==> src/rtl/rle_palette_sprite_decoder_unit_assert.svh <==
// Assertion macros used by the sprite decoder top level.
`ifndef RLE_PALETTE_SPRITE_DECODER_UNIT_ASSERT_SVH
`define RLE_PALETTE_SPRITE_DECODER_UNIT_ASSERT_SVH
`ifndef NO_ASSERTIONS
// Checked on every clock edge outside reset.
`define RPSD_ASSERT(label, prop, msg) \
  label: assert property (@(posedge clk) disable iff (rst) prop) else $error(msg);
// Checked on every clock edge, reset included.
`define RPSD_ASSERT_ALWAYS(label, prop, msg) \
  label: assert property (@(posedge clk) prop) else $error(msg);
`else
`define RPSD_ASSERT(label, prop, msg)
`define RPSD_ASSERT_ALWAYS(label, prop, msg)
`endif
`endif

==> src/rtl/rpsd_pkg.sv <==
// Types, constants and a helper function for the run-length sprite decoder.
package rpsd_pkg;

  localparam int PALETTE_ENTRIES = 16;
  localparam int ADDRESS_BITS    = 20;
  localparam int PAL_IDX_W       = $clog2(PALETTE_ENTRIES);
  localparam int PIXEL_ADDR_W    = 20;
  localparam int FRAME_WIDTH_W   = 10;
  localparam int COLUMN_W        = 9;

  localparam logic [FRAME_WIDTH_W-1:0] FRAME_WIDTH_RESET = 10'd240;

  localparam logic [1:0] OP_PALETTE = 2'd0;
  localparam logic [1:0] OP_HEADER  = 2'd1;
  localparam logic [1:0] OP_RUN     = 2'd2;

  typedef enum logic {
    ST_IDLE,
    ST_RUN
  } state_t;

  // Commands from the controller to the datapath.
  typedef struct packed {
    logic pal_write;
    logic hdr_write;
    logic run_load;
    logic pix_step;
  } cmd_t;

  // Status from the datapath to the controller.
  typedef struct packed {
    logic run_nonzero;
    logic last_step;
    logic emit;
    logic out_free;
  } status_t;

  function automatic logic [15:0] pack565(input logic [7:0] r, input logic [7:0] g,
                                          input logic [7:0] b);
    return {r[7:3], g[7:2], b[7:3]};
  endfunction

endpackage

==> src/rtl/rle_palette_sprite_decoder_unit.sv <==
// Top level of the run-length palette sprite decoder.
//
// Input items arrive on in_valid/in_stall; a request is taken when in_valid is
// high and in_stall low. Palette and header items are taken without a stall
// and give no pixel writes. A code byte with a non-zero run of 1 to 15 pixels
// holds the input stalled while the single pixel stepper advances the column
// and row base once a cycle, unless a write waiting downstream holds the step.
// Pixel writes leave on out_valid/out_stall from an output register; the first
// follows the run load and the first step. While the receiver stalls,
// the current write holds and the run pauses; skipped pixels do not wait.
// A new item is taken while the last write of a run still waits downstream.
// frame_width is written on cfg_valid/cfg_ready; ready is always high and
// the user must make writes only while the block is idle; the block does not enforce it.
// Synchronous reset empties the output register, returns to idle, clears the
// palette and sprite state and sets frame_width to 240.
`include "rle_palette_sprite_decoder_unit_assert.svh"
module rle_palette_sprite_decoder_unit (
  input  logic                               clk,
  input  logic                               rst,
  input  logic                               in_valid,
  output logic                               in_stall,
  input  logic [1:0]                         opcode,
  input  logic [3:0]                         entry_index,
  input  logic [7:0]                         red,
  input  logic [7:0]                         green,
  input  logic [7:0]                         blue,
  input  logic                               flame_mode,
  input  logic [7:0]                         x_origin,
  input  logic [7:0]                         y_origin,
  input  logic [7:0]                         sprite_width,
  input  logic [7:0]                         code_byte,
  output logic                               out_valid,
  input  logic                               out_stall,
  output logic [rpsd_pkg::PIXEL_ADDR_W-1:0]  pixel_address,
  output logic [15:0]                        pixel_color,
  output logic [7:0]                         pixel_alpha,
  output logic                               blend,
  output logic                               last,
  input  logic                               cfg_valid,
  output logic                               cfg_ready,
  input  logic [rpsd_pkg::FRAME_WIDTH_W-1:0] cfg_data
);

  rpsd_pkg::cmd_t    cmd;
  rpsd_pkg::status_t status;

  assign cfg_ready = 1'b1;

  rpsd_ctrl u_ctrl (
    .clk      (clk),
    .rst      (rst),
    .in_valid (in_valid),
    .opcode   (opcode),
    .status   (status),
    .in_stall (in_stall),
    .cmd      (cmd)
  );

  rpsd_datapath u_datapath (
    .clk           (clk),
    .rst           (rst),
    .cmd           (cmd),
    .status        (status),
    .cfg_valid     (cfg_valid && cfg_ready),
    .cfg_data      (cfg_data),
    .entry_index   (entry_index),
    .red           (red),
    .green         (green),
    .blue          (blue),
    .flame_mode    (flame_mode),
    .x_origin      (x_origin),
    .y_origin      (y_origin),
    .sprite_width  (sprite_width),
    .code_byte     (code_byte),
    .out_valid     (out_valid),
    .out_stall     (out_stall),
    .pixel_address (pixel_address),
    .pixel_color   (pixel_color),
    .pixel_alpha   (pixel_alpha),
    .blend         (blend),
    .last          (last)
  );

  `RPSD_ASSERT(a_run_busy, (in_valid && !in_stall && opcode == rpsd_pkg::OP_RUN && code_byte[7:4] != 4'd0) |=> in_stall, "run request did not make the block busy")
  `RPSD_ASSERT(a_write_from_run, $rose(out_valid) |-> $past(in_stall), "pixel write appeared outside a run")
  `RPSD_ASSERT(a_mid_run_busy, (out_valid && !last) |-> in_stall, "block idle before the last write of a run")
  `RPSD_ASSERT_ALWAYS(a_reset_clears, rst |=> (!out_valid && !in_stall), "reset left the block busy")

endmodule

==> src/rtl/rpsd_ctrl.sv <==
// Controller state machine: item intake and pixel stepping of a run.
module rpsd_ctrl (
  input  logic             clk,
  input  logic             rst,
  input  logic             in_valid,
  input  logic [1:0]       opcode,
  input  rpsd_pkg::status_t status,
  output logic             in_stall,
  output rpsd_pkg::cmd_t   cmd
);

  rpsd_pkg::state_t state;
  rpsd_pkg::state_t state_next;

  always_ff @(posedge clk) begin
    if (rst) begin
      state <= rpsd_pkg::ST_IDLE;
    end else begin
      state <= state_next;
    end
  end

  always_comb begin
    state_next = state;
    case (state)
      rpsd_pkg::ST_IDLE: begin
        if (in_valid && opcode == rpsd_pkg::OP_RUN && status.run_nonzero) begin
          state_next = rpsd_pkg::ST_RUN;
        end
      end
      rpsd_pkg::ST_RUN: begin
        if ((!status.emit || status.out_free) && status.last_step) begin
          state_next = rpsd_pkg::ST_IDLE;
        end
      end
      default: state_next = rpsd_pkg::ST_IDLE;
    endcase
  end

  always_comb begin
    in_stall      = 1'b1;
    cmd.pal_write = 1'b0;
    cmd.hdr_write = 1'b0;
    cmd.run_load  = 1'b0;
    cmd.pix_step  = 1'b0;
    case (state)
      rpsd_pkg::ST_IDLE: begin
        in_stall      = 1'b0;
        cmd.pal_write = in_valid && opcode == rpsd_pkg::OP_PALETTE;
        cmd.hdr_write = in_valid && opcode == rpsd_pkg::OP_HEADER;
        cmd.run_load  = in_valid && opcode == rpsd_pkg::OP_RUN && status.run_nonzero;
      end
      rpsd_pkg::ST_RUN: begin
        // A skipped pixel never waits for the output register.
        cmd.pix_step = !status.emit || status.out_free;
      end
      default: in_stall = 1'b1;
    endcase
  end

endmodule

==> src/rtl/rpsd_datapath.sv <==
// Datapath: frame width, palette, sprite position state, run counter and output register.
module rpsd_datapath (
  input  logic                               clk,
  input  logic                               rst,
  input  rpsd_pkg::cmd_t                     cmd,
  output rpsd_pkg::status_t                  status,
  input  logic                               cfg_valid,
  input  logic [rpsd_pkg::FRAME_WIDTH_W-1:0] cfg_data,
  input  logic [3:0]                         entry_index,
  input  logic [7:0]                         red,
  input  logic [7:0]                         green,
  input  logic [7:0]                         blue,
  input  logic                               flame_mode,
  input  logic [7:0]                         x_origin,
  input  logic [7:0]                         y_origin,
  input  logic [7:0]                         sprite_width,
  input  logic [7:0]                         code_byte,
  output logic                               out_valid,
  input  logic                               out_stall,
  output logic [rpsd_pkg::PIXEL_ADDR_W-1:0]  pixel_address,
  output logic [15:0]                        pixel_color,
  output logic [7:0]                         pixel_alpha,
  output logic                               blend,
  output logic                               last
);

  localparam int AW = rpsd_pkg::ADDRESS_BITS;
  localparam int CW = rpsd_pkg::COLUMN_W;

  logic [rpsd_pkg::FRAME_WIDTH_W-1:0] frame_width;
  logic [15:0]                        palette_color [rpsd_pkg::PALETTE_ENTRIES];
  logic [7:0]                         palette_alpha [rpsd_pkg::PALETTE_ENTRIES];
  logic [AW-1:0]                      row_base;
  logic [CW-1:0]                      column;
  logic [7:0]                         row_length;
  logic                               blend_mode;
  logic [3:0]                         remaining;
  logic                               run_emit;
  logic [15:0]                        run_color;
  logic [7:0]                         run_alpha;

  logic [15:0]   new_color;
  logic [7:0]    new_alpha;
  logic [17:0]   hdr_prod;
  logic [18:0]   hdr_sum;
  logic [3:0]    code_idx;
  logic          col_wrap;
  logic [CW-1:0] col_adj;
  logic [AW-1:0] base_adj;
  logic [AW-1:0] pix_addr;

  always_comb begin
    if (flame_mode) begin
      new_alpha = green;
      if (green > 8'd127) begin
        new_color = rpsd_pkg::pack565(8'd255 - green, green, green);
      end else begin
        new_color = rpsd_pkg::pack565(8'd255, 8'd0, 8'd0);
      end
    end else begin
      new_alpha = 8'd255;
      new_color = rpsd_pkg::pack565(red, green, blue);
    end
  end

  assign hdr_prod = y_origin * frame_width;
  assign hdr_sum  = {1'b0, hdr_prod} + 19'(x_origin);
  assign code_idx = code_byte[3:0];

  // Wrap to the next sprite row before the pixel is placed.
  assign col_wrap = column >= {1'b0, row_length};
  assign col_adj  = col_wrap ? column - {1'b0, row_length} : column;
  assign base_adj = col_wrap ? AW'(row_base + AW'(frame_width)) : row_base;
  assign pix_addr = AW'(base_adj + AW'(col_adj));

  assign status.run_nonzero = code_byte[7:4] != 4'd0;
  assign status.last_step   = remaining == 4'd1;
  assign status.emit        = run_emit;
  assign status.out_free    = !out_valid || !out_stall;

  always_ff @(posedge clk) begin
    if (rst) begin
      frame_width <= rpsd_pkg::FRAME_WIDTH_RESET;
    end else if (cfg_valid) begin
      frame_width <= cfg_data;
    end
  end

  always_ff @(posedge clk) begin
    if (rst) begin
      for (int i = 0; i < rpsd_pkg::PALETTE_ENTRIES; i++) begin
        palette_color[i] <= '0;
        palette_alpha[i] <= '0;
      end
    end else if (cmd.pal_write && 32'(entry_index) < rpsd_pkg::PALETTE_ENTRIES) begin
      palette_color[entry_index[rpsd_pkg::PAL_IDX_W-1:0]] <= new_color;
      palette_alpha[entry_index[rpsd_pkg::PAL_IDX_W-1:0]] <= new_alpha;
    end
  end

  always_ff @(posedge clk) begin
    if (rst) begin
      row_base   <= '0;
      column     <= '0;
      row_length <= 8'd1;
      blend_mode <= 1'b0;
      remaining  <= '0;
      run_emit   <= 1'b0;
    end else if (cmd.hdr_write) begin
      row_base   <= AW'(hdr_sum);
      column     <= '0;
      row_length <= (sprite_width == 8'd0) ? 8'd1 : sprite_width;
      blend_mode <= flame_mode;
    end else if (cmd.run_load) begin
      remaining <= code_byte[7:4];
      run_emit  <= code_idx != 4'd0;
    end else if (cmd.pix_step) begin
      row_base  <= base_adj;
      column    <= col_adj + CW'(1);
      remaining <= remaining - 4'd1;
    end
  end

  // The run's colour is latched once; the palette cannot change during a run.
  always_ff @(posedge clk) begin
    if (cmd.run_load) begin
      if (32'(code_idx) < rpsd_pkg::PALETTE_ENTRIES) begin
        run_color <= palette_color[code_idx[rpsd_pkg::PAL_IDX_W-1:0]];
        run_alpha <= palette_alpha[code_idx[rpsd_pkg::PAL_IDX_W-1:0]];
      end else begin
        run_color <= '0;
        run_alpha <= '0;
      end
    end
  end

  always_ff @(posedge clk) begin
    if (rst) begin
      out_valid <= 1'b0;
    end else if (cmd.pix_step && run_emit) begin
      out_valid <= 1'b1;
    end else if (!out_stall) begin
      out_valid <= 1'b0;
    end
  end

  always_ff @(posedge clk) begin
    if (cmd.pix_step && run_emit) begin
      pixel_address <= rpsd_pkg::PIXEL_ADDR_W'(pix_addr);
      pixel_color   <= run_color;
      pixel_alpha   <= blend_mode ? run_alpha : 8'd255;
      blend         <= blend_mode;
      last          <= remaining == 4'd1;
    end
  end

endmodule
==> config.mk <==
export PLATFORM = sky130hd
export DESIGN_NAME = rle_palette_sprite_decoder_unit
export DESIGN_NICKNAME = d
export VERILOG_FILES = /design/src/rtl/rpsd_pkg.sv /design/src/rtl/rle_palette_sprite_decoder_unit.sv /design/src/rtl/rpsd_ctrl.sv /design/src/rtl/rpsd_datapath.sv
export VERILOG_INCLUDE_DIRS = /design/src /design/src/rtl
export SDC_FILE = /design/constraint.sdc
export NUM_CORES = 1
export LEC_CHECK = 0
export BUFFER_PORTS_ARGS = -buffer_cell sky130_fd_sc_hd__buf_2
export CAP_MARGIN = 20
export CORE_MARGIN = 1
export CORE_UTILIZATION = 65
export DETAILED_ROUTE_END_ITERATION = 8
export GPL_ROUTABILITY_DRIVEN = 0
export PLACE_DENSITY = 0.88
export SETUP_SLACK_MARGIN = 0.5
export SLEW_MARGIN = 0
export SYNTH_ARGS = -nofsm -noshare
export SYNTH_HDL_FRONTEND = slang
export SYNTH_SLANG_ARGS = --single-unit
==> constraint.sdc <==
create_clock -name clk -period 17.8 [get_ports clk]
set_clock_uncertainty 0.05 [all_clocks]
set_input_delay 3.56 -clock clk [delete_from_list [all_inputs] [get_ports clk]]
set_output_delay 3.56 -clock clk [all_outputs]
set_load 0.1 [all_outputs]
=== After elaboration in Yosys (flattened, before gate mapping) ===
Memory sizes are Yosys's and may differ from the RTL's. A register that Yosys moved wholly into a read port is not among the register bits.
Index checks and enable logic that the tools add are counted.

* Flip-flop bits (word level): 101
* Memories: 2
* RAM bits: 384
* Input port bits: 78

* $mul: 1
* Equal/unequal tests: 5
* Reductions and logical operators: 24
* Bitwise logic cells: 3
* Add/subtract/negate cells: 7
* Order comparisons: 2
* Muxes and demuxes: 30

{| class="wikitable"
|+ Memory list
! memory !! words !! bits a word !! read ports !! clocked after Yosys merged registers in !! wr ports !! RTL line !! source
|-
| u_datapath.palette_color || 16 || 16 || 1 || 1 || 16 || rpsd_datapath.sv:31 || <nowiki>logic [15:0] palette_color [rpsd_pkg::PALETTE_ENTRIES];</nowiki>
|-
| u_datapath.palette_alpha || 16 || 8 || 1 || 1 || 16 || rpsd_datapath.sv:32 || <nowiki>logic [7:0] palette_alpha [rpsd_pkg::PALETTE_ENTRIES];</nowiki>
|}

{| class="wikitable"
|+ Operators by type and width
! operator !! number
|-
| $mux 19 || 3
|-
| $mux 16 || 3
|-
| $mux 8 || 3
|-
| $add 20x10->20 || 1
|-
| $add 20x9->20 || 1
|-
| $mux 20 || 1
|-
| $add 18x8->19 || 1
|-
| $mul 8x10->18 || 1
|-
| $mux 4 || 4
|-
| $reduce_or 16->1 || 1
|-
| $mux 1 || 13
|-
| $add 9x1->9 const B || 1
|-
| $ge 9x8->1 || 1
|-
| $mux 9 || 1
|-
| $sub 9x8->9 || 1
|-
| $gt 8x7->1 const B || 1
|-
| $logic_not 8->1 || 1
|-
| $reduce_and 2->1 || 4
|-
| $reduce_bool 4->1 || 2
|-
| $reduce_or 8->1 || 1
|-
| $sub 8x8->8 const A || 1
|-
| $logic_and 1x1->1 || 6
|-
| $eq 4x1->1 const B || 1
|-
| $ne 2x1->1 const B || 2
|-
| other kinds (11) || 17
|}

=== Logic depth before layout (Yosys ltp) ===
Gate-level depths: netlist of run 1.

* Word-level depth: 9
* Mapped depth: 20

=== Cells and area by module ===
Synthesis of run 1 repeated with hierarchy kept, for this count alone.

* Cell total of the unflattened synthesis: 2,086
* Area total of the unflattened synthesis: 26,487.9 sq um

{| class="wikitable"
|+ Modules (own cells, without submodules)
! module !! sequential area each (sq um) !! area each (sq um) !! cells each !! times used
|-
| rpsd_datapath || 14,714.1 || 26,381.6 || 2,074 || 1
|-
| rpsd_ctrl || 20.0 || 95.1 || 10 || 1
|-
| rle_palette_sprite_decoder_unit || 0.0 || 11.3 || 2 || 1
|}

=== Worst setup path after synthesis of run 1 ===
No wires, ideal clock.

* Path type: input port to flip-flop
* Start point: in y_origin[1]
* End point: reg u_datapath.row_base[18]
* Cell stages on the path: 18
* Setup slack: 9.496 ns
* Data arrival time: 8.124 ns
* Setup time: 0.129 ns
* Cells stage by stage: clkbuf_1 nand2_1 fa_1 inv_1 fa_1 ha_1 inv_1 fa_1 inv_1 ha_1 a21o_1 a21o_1 a2111oi_0 o311ai_0 o41a_1 a41oi_1 mux2i_1 o22ai_1

* Cells in the longest elaborated chain, start to end: 3

{| class="wikitable"
|+ RTL lines
! what !! RTL line !! source
|-
| from (decl) || rle_palette_sprite_decoder_unit.sv:29 || <nowiki>input logic [7:0] y_origin,</nowiki>
|-
| $mul 8x10->18 || rpsd_datapath.sv:66 || <nowiki>assign hdr_prod = y_origin * frame_width;</nowiki>
|-
| $add 18x8->19 || rpsd_datapath.sv:67 || <nowiki>assign hdr_sum = {1'b0, hdr_prod} + 19'(x_origin);</nowiki>
|-
| $mux 19 || rpsd_datapath.sv:109 || <nowiki>end else if (cmd.hdr_write) begin</nowiki>
|-
| to (signal assigned) || rpsd_datapath.sv:110 || <nowiki>row_base <= AW'(hdr_sum);</nowiki>
|-
| to (signal assigned) || rpsd_datapath.sv:118 || <nowiki>row_base <= base_adj;</nowiki>
|-
| to (decl) || rpsd_datapath.sv:33 || <nowiki>logic [AW-1:0] row_base;</nowiki>
|}

Every way passes these cells.
A chain may end at the register's enable or synchronous reset.

=== Final worst setup path of run 1 ===
* Start point: in y_origin[0]
* End point: reg u_datapath.row_base[18]

The elaborated chain is that of the path after synthesis.

==> results of run 1 <==
## how the worst max path moves through the flow
stage | depth (start not counted) | start | to
floorplan | 18 | y_origin[1] | u_datapath.row_base[18]$_SDFFE_PP0P_
global placement | 18 | y_origin[1] | u_datapath.row_base[18]$_SDFFE_PP0P_
detailed placement | 18 | y_origin[1] | u_datapath.row_base[18]$_SDFFE_PP0P_
CTS | 18 | y_origin[1] | u_datapath.row_base[18]$_SDFFE_PP0P_
global route | 18 | y_origin[1] | u_datapath.row_base[18]$_SDFFE_PP0P_
finish | 18 | y_origin[0] | u_datapath.row_base[18]$_SDFFE_PP0P_
## logic make-up (layout without fill, tap and decap cells)
kind of cell	after synthesis	after routing	synth area share, %
AND/OR/NAND/NOR	772	772	14.0
flip-flops	509	509	56.7
buffers and inverters	238	378	3.51
AO/OA/AOI/OAI	190	190	4.96
multiplexers	137	137	11.1
adder cells (fa/ha/maj)	133	133	8.11
XOR/XNOR	48	48	1.62
other	1	1	0.0144
## registers in the layout, summed over array words and instances, names as in the netlist
register,count
u_datapath.palette_color,256
u_datapath.palette_alpha,128
u_datapath.pixel_address,20
u_datapath.row_base,20
u_datapath.pixel_color,16
u_datapath.run_color,16
u_datapath.frame_width,10
u_datapath.column,9
u_datapath.pixel_alpha,8
u_datapath.row_length,8
u_datapath.run_alpha,8
u_datapath.remaining,4
u_ctrl.state,1
u_datapath.blend,1
u_datapath.blend_mode,1
u_datapath.last,1
u_datapath.out_valid,1
u_datapath.run_emit,1
## synthesized netlist by cell type (6+ instances only)
master and instances:
a211o_1 7, a211oi_1 8, a21o_1 11, a21oi_1 64
a22oi_1 12, and2_1 56, and3_1 96, buf_1 14
clkbuf_1 100, dfxtp_1 55, edfxtp_1 454, fa_1 59
ha_1 74, inv_1 119, mux2i_1 12, mux4_2 120
nand2_1 113, nand2b_1 33, nand3_1 27, nor2_1 356
nor2b_1 13, nor3_1 40, nor4_1 6, o21a_1 7
o21ai_0 29, o21ai_1 6, or3_1 7, xnor2_1 30
xor2_1 18
## metal layers
layer  share of wire (%)  track usage (%)  vias up
met1                  33             40.3     8606
met2                  51             58.4     1300
met4                 5.2             18.2        6
met5               0.050                0        -
met3                  11             6.29      281
li1                    -                -     7529
## power breakdown
group	leakage, nW	switching, mW	internal, mW
clock	0.774	0.461	0.585
sequential	5.06	0.0256	1.35
combinational	5.63	0.379	0.252
total	11.5	0.866	2.19
## critical path, cell delays in order
cell       delay [ns]
buf_2            0.22
nand2_1          0.10
fa_1             0.50
inv_1            0.05
fa_1             0.45
ha_1             0.28
inv_1            0.05
fa_1             0.60
inv_1            0.06
ha_1             0.28
a21o_1           0.17
a21o_1           0.20
a2111oi_0        0.60
o311ai_0         0.35
o41a_1           0.44
a41oi_1          0.36
mux2i_1          0.26
o22ai_1          0.10
## cell type report
class	instances	area, µm²
sequential	509	14700
multi-input combinational	1281	10400
fill	2338	10200
clock buffer	71	1370
timing repair buffer	165	1040
tap	518	648
inverter	119	447
clock inverter	23	229
## cell usage in the layout, fill, tap and decap left out, types with 59 or more instances in the layout
master / count
inv_1: 119
a21oi_1: 64
nand2_1: 113
nor2_1: 355
mux4_2: 120
ha_1: 74
buf_2: 117
edfxtp_1: 454
fa_1: 59
and3_1: 95
## metrics by stage
stage | hold WS, ns | power [mW]
global route | 0.373 | 3.17
CTS | 0.369 | 3.04
floorplan | 0.350 | 1.86
global placement | 0.351 | 1.98
finish | 0.368 | 3.05
detailed placement | 0.355 | 2.01
==> results.json, run 1 <==
{
  "place_ws_ns": 9.06,
  "rows": 72,
  "critPathCaptureType": "flop",
  "hold_viol": 0,
  "die_w_um": 202,
  "numCtsBuffers": 50,
  "max-cap-violations": 0,
  "synth.avg_cell_area_um2": 12.8,
  "finalSetupTns_ns": 0,
  "fin_util_pct": 73.9,
  "wl_per_cell_um": 25.1,
  "maxSlewHeadroom_pct": 25.5,
  "numClockSinks": 509,
  "rsz0062_at_grt": "no",
  "final_cells": 2686,
  "fmax_mhz": 121,
  "drv_slew": 0,
  "fin_crit_sh_pct": 46.4,
  "vias_per_cell": 6.60,
  "hold_class": "reg -> reg",
  "wl_mm": 67.5,
  "worst_pin_slew_ns": 1.11,
  "track_usage_pct": 33.8,
  "start_kind": "primary input",
  "h-tree-depth": 2,
  "nNetsFinal": 2337,
  "io_buffers": 119,
  "ant_nets": 0,
  "layout_setup_ws_ns": 9.54,
  "finalSetupViolCount": 0,
  "p_leak_nw": 11.5,
  "outcome": "completed",
  "grt_max_degree": 81,
  "initial_core_util_pct": 66.6,
  "crit_required_ns": 18.20,
  "crit-reg2reg-launch": "u_datapath.frame_width[3]$_SDFFE_PP0P_",
  "vias": 17700,
  "synth_nets": 2239,
  "clkLatencyLatePin_ns": 0.63,
  "seq_area_frac_synth_pct": 56.7,
  "coreArea_um2": 39000,
  "diodes": 0,
  "async_reset_ff_share_pct": 0,
  "drive_above_1_share_pct": 17.9,
  "holdPathEnd": "u_datapath.pixel_color[7]$_DFFE_PP_",
  "irDropWorstVdd_mv": 0.0963,
  "tritoncts": "done",
  "post-route-min-period_ns": 8.26,
  "clk_pin_slew_ns": 0.06,
  "grt_pass1_wl_mm": 102,
  "yosysTopAreaCellShare_pct": 52.5,
  "drc": 0,
  "synth_cells": 2028,
  "synth_flop_cell": "edfxtp_1",
  "r2r_end": "u_datapath.row_base[18]$_SDFFE_PP0P_",
  "cts_resized": 0,
  "dpl_cell_area_um2": 27000,
  "min_path_cells": 0,
  "synth_top_area_cell": "edfxtp_1",
  "antenna_found_initial": 3,
  "synth.distinct_cells": 79,
  "post-cts-setup-buffers": 0,
  "min_from": "u_datapath.run_color[7]$_DFFE_PP_",
  "final_area_um2": 28800,
  "grt_overflow": 0,
  "ys_warn_count": 0,
  "arrival_ns": 8.67,
  "clockRootBuffer": "clkbuf_16",
  "synth_edf_count": 454,
  "io_pins": 127,
  "synth.area.top_cells": "edfxtp_1 (52%), mux4_2 (10%), nor2_1 (5.1%), fa_1 (4.5%), dfxtp_1 (4.2%)",
  "drt_iter0_markers": 2471,
  "fp.dieH_um": 202,
  "dpl.cell_count": 2575,
  "critPathKind": "in -> reg",
  "reg2regPathDepth": 17,
  "clock_path_buffers": 3,
  "dieArea_um2": 40800,
  "dp_hpwl_mm": 41.8,
  "dr.pass1.iters": 8,
  "ys_ff_latch": 509,
  "syn_to_final_growth_pct": 11.0,
  "syn-cell-area_um2": 26000,
  "cp_max_fo": 10,
  "reg2reg_slack_ns": 12.09,
  "power.density_nw_per_um2": 106,
  "grt_pass1_vias": 18100,
  "postCtsHoldBufs": 0
}
Power figures use the tool's default switching activity.
==> run 2, diff against run 1 <==
CORE_UTILIZATION = 56   (was 65)
PLACE_DENSITY = 0.81   (was 0.88)
clock period = 7.1 ns   (was 17.8 ns; I/O delays follow)
==> results.json, run 2 (synthesized netlist as in run 1, its figures left out) <==
{
  "coreArea_um2": 45600,
  "cpLargestDelayFamily": "compound AO/OA/AOI/OAI gates",
  "finalSetupViolCount": 0,
  "track_usage_pct": 28.6,
  "numClockSinks": 509,
  "p_leak_nw": 11.5,
  "maxSlewHeadroom_pct": 25.9,
  "dieArea_um2": 47300,
  "diodes": 0,
  "numCtsBuffers": 50,
  "initial_core_util_pct": 57.0,
  "clkLatencyLatePin_ns": 0.61,
  "io_pins": 127,
  "fin_crit_sh_pct": 86.4,
  "multi_input_area_um2": 10400,
  "critical_path.cell_chain": "buf_2, nand2_1, fa_1, inv_1, fa_1, ha_1, inv_1, fa_1, inv_1, ha_1, a21o_1, a21o_1, a2111oi_0, o311ai_0, o41a_1, a41oi_1, mux2i_1, o22ai_1",
  "fp.dieH_um": 217,
  "syn_to_final_growth_pct": 11.6,
  "largest_reg_flops": 256,
  "hold_viol": 0,
  "finalSetupTns_ns": 0,
  "nNetsFinal": 2346,
  "power.density_nw_per_um2": 264,
  "drc": 0,
  "drt_iter0_markers": 1878,
  "slowest_stage": "a2111oi_0",
  "cp_max_fo": 10,
  "critPathCaptureType": "flop",
  "drive_above_1_share_pct": 18.3,
  "reg2reg_slack_ns": 1.36,
  "clk_pin_slew_ns": 0.06,
  "ff_latch_area_um2": 14700,
  "outcome": "completed",
  "max-cap-violations": 0,
  "rows": 78,
  "fmax_mhz": 163,
  "wl_per_cell_um": 24.1,
  "drv_slew": 0,
  "largest-register": "u_datapath.palette_color",
  "wl_mm": 67.0,
  "h-tree-depth": 2,
  "post-route-min-period_ns": 6.13,
  "grt_overflow": 0,
  "worst_pin_slew_ns": 1.10,
  "postCtsHoldBufs": 0,
  "reg_top3": "u_datapath.palette_color (256), u_datapath.palette_alpha (128)",
  "die_w_um": 217,
  "dr.pass1.iters": 6,
  "vias_per_cell": 6.32,
  "grt_max_degree": 81,
  "arrival_ns": 6.53,
  "layout_common_cells": "edfxtp_1 (454), nor2_1 (355), mux4_2 (120), inv_1 (119), buf_2 (117)",
  "rsz0062_at_grt": "no",
  "critPathKind": "in -> reg",
  "slowest_delay_ns": 0.61,
  "grt_pass1_wl_mm": 101,
  "hold_class": "reg -> reg",
  "antenna_found_initial": 0,
  "vias": 17500,
  "start_kind": "primary input",
  "cts_resized": 0,
  "final_common_cell": "edfxtp_1",
  "irDropWorstVdd_mv": 0.230,
  "post-cts-setup-buffers": 0,
  "io_buffers": 119,
  "worst-path-buf-inv": 4,
  "clockRootBuffer": "clkbuf_16",
  "ant_nets": 0,
  "finalPower_mw": 7.66,
  "dp_hpwl_mm": 42.2,
  "clock_path_buffers": 3,
  "fillers": 3315,
  "tritoncts": "done",
  "crit_required_ns": 7.50,
  "grt_pass1_vias": 17700
}
run 2: changes by cell type in the layout (fill, tap and decap cells not counted):
cell and change:
clkinv_16 +1, inv_16 -1, buf_6 -1, clkbuf_4 -1, buf_4 +12, clkinv_2 +1, buf_16 -1, clkinvlp_4 +1
clkinv_1 +1, nand2b_1 +1, bufinv_16 +1, nand2b_2 -1, clkbuf_1 -6
run 2: routing by layer:
| layer | vias to the layer above | wire [µm] | global-route usage [%] |
|---|---|---|---|
| met4 | 0 | 2450 | 11.2 |
| met3 | 195 | 6510 | 5.73 |
| li1 | 7548 | - | - |
| met2 | 1068 | 34900 | 51.0 |
| met1 | 8733 | 23100 | 34.0 |
| met5 | - | 0 | 0 |
run 2: per-stage QoR:
stage                     cells  hold WS (ns)  cell area, µm²  util [%]  setup WS [ns]
after floorplan            2028         0.350           26000         -          0.936
after global placement     2671         0.352           27200      59.7          0.575
after detailed placement   2673         0.356           27200      59.8          0.461
after CTS                  2765         0.370           28900      63.3           1.02
after global routing       2775         0.374           29000      63.6          0.678
final                      2775         0.368           29000      63.6          0.969
run 2: report_power, final:
part / total, mW / internal (mW) / switching (mW)
logic: 1.58 / 0.630 / 0.950
registers: 3.44 / 3.38 / 0.0622
clock network: 2.64 / 1.49 / 1.15
run 2: layout make-up:
class | count | share of cell area (%)
Sequential cell | 509 | 50.8
Multi-Input combinational cell | 1281 | 35.7
Clock buffer | 65 | 4.65
Timing Repair Buffer | 174 | 3.73
Tap cell | 600 | 2.59
Inverter | 119 | 1.54
Clock inverter | 27 | 0.983
run 2: path summary, 6_finish.rpt:
| check | from | to | cells after the start |
|---|---|---|---|
| setup / recovery | y_origin[1] | u_datapath.row_base[18]$_SDFFE_PP0P_ | 18 |
| hold / removal | u_datapath.run_color[11]$_DFFE_PP_ | u_datapath.pixel_color[11]$_DFFE_PP_ | 0 |
| setup reg to reg | u_datapath.frame_width[3]$_SDFFE_PP0P_ | u_datapath.row_base[18]$_SDFFE_PP0P_ | 17 |
| hold reg to reg | u_datapath.run_color[11]$_DFFE_PP_ | u_datapath.pixel_color[11]$_DFFE_PP_ | 0 |
run 2: worst reg2reg max path: cells and delay by family, from the launching register on:
family          cells  cell delay, ns
compound gates      7            2.23
fa+ha+maj           5            2.15
flops               1            0.60
mux                 1            0.24
buf+inv             3            0.18
simple gates        1            0.15
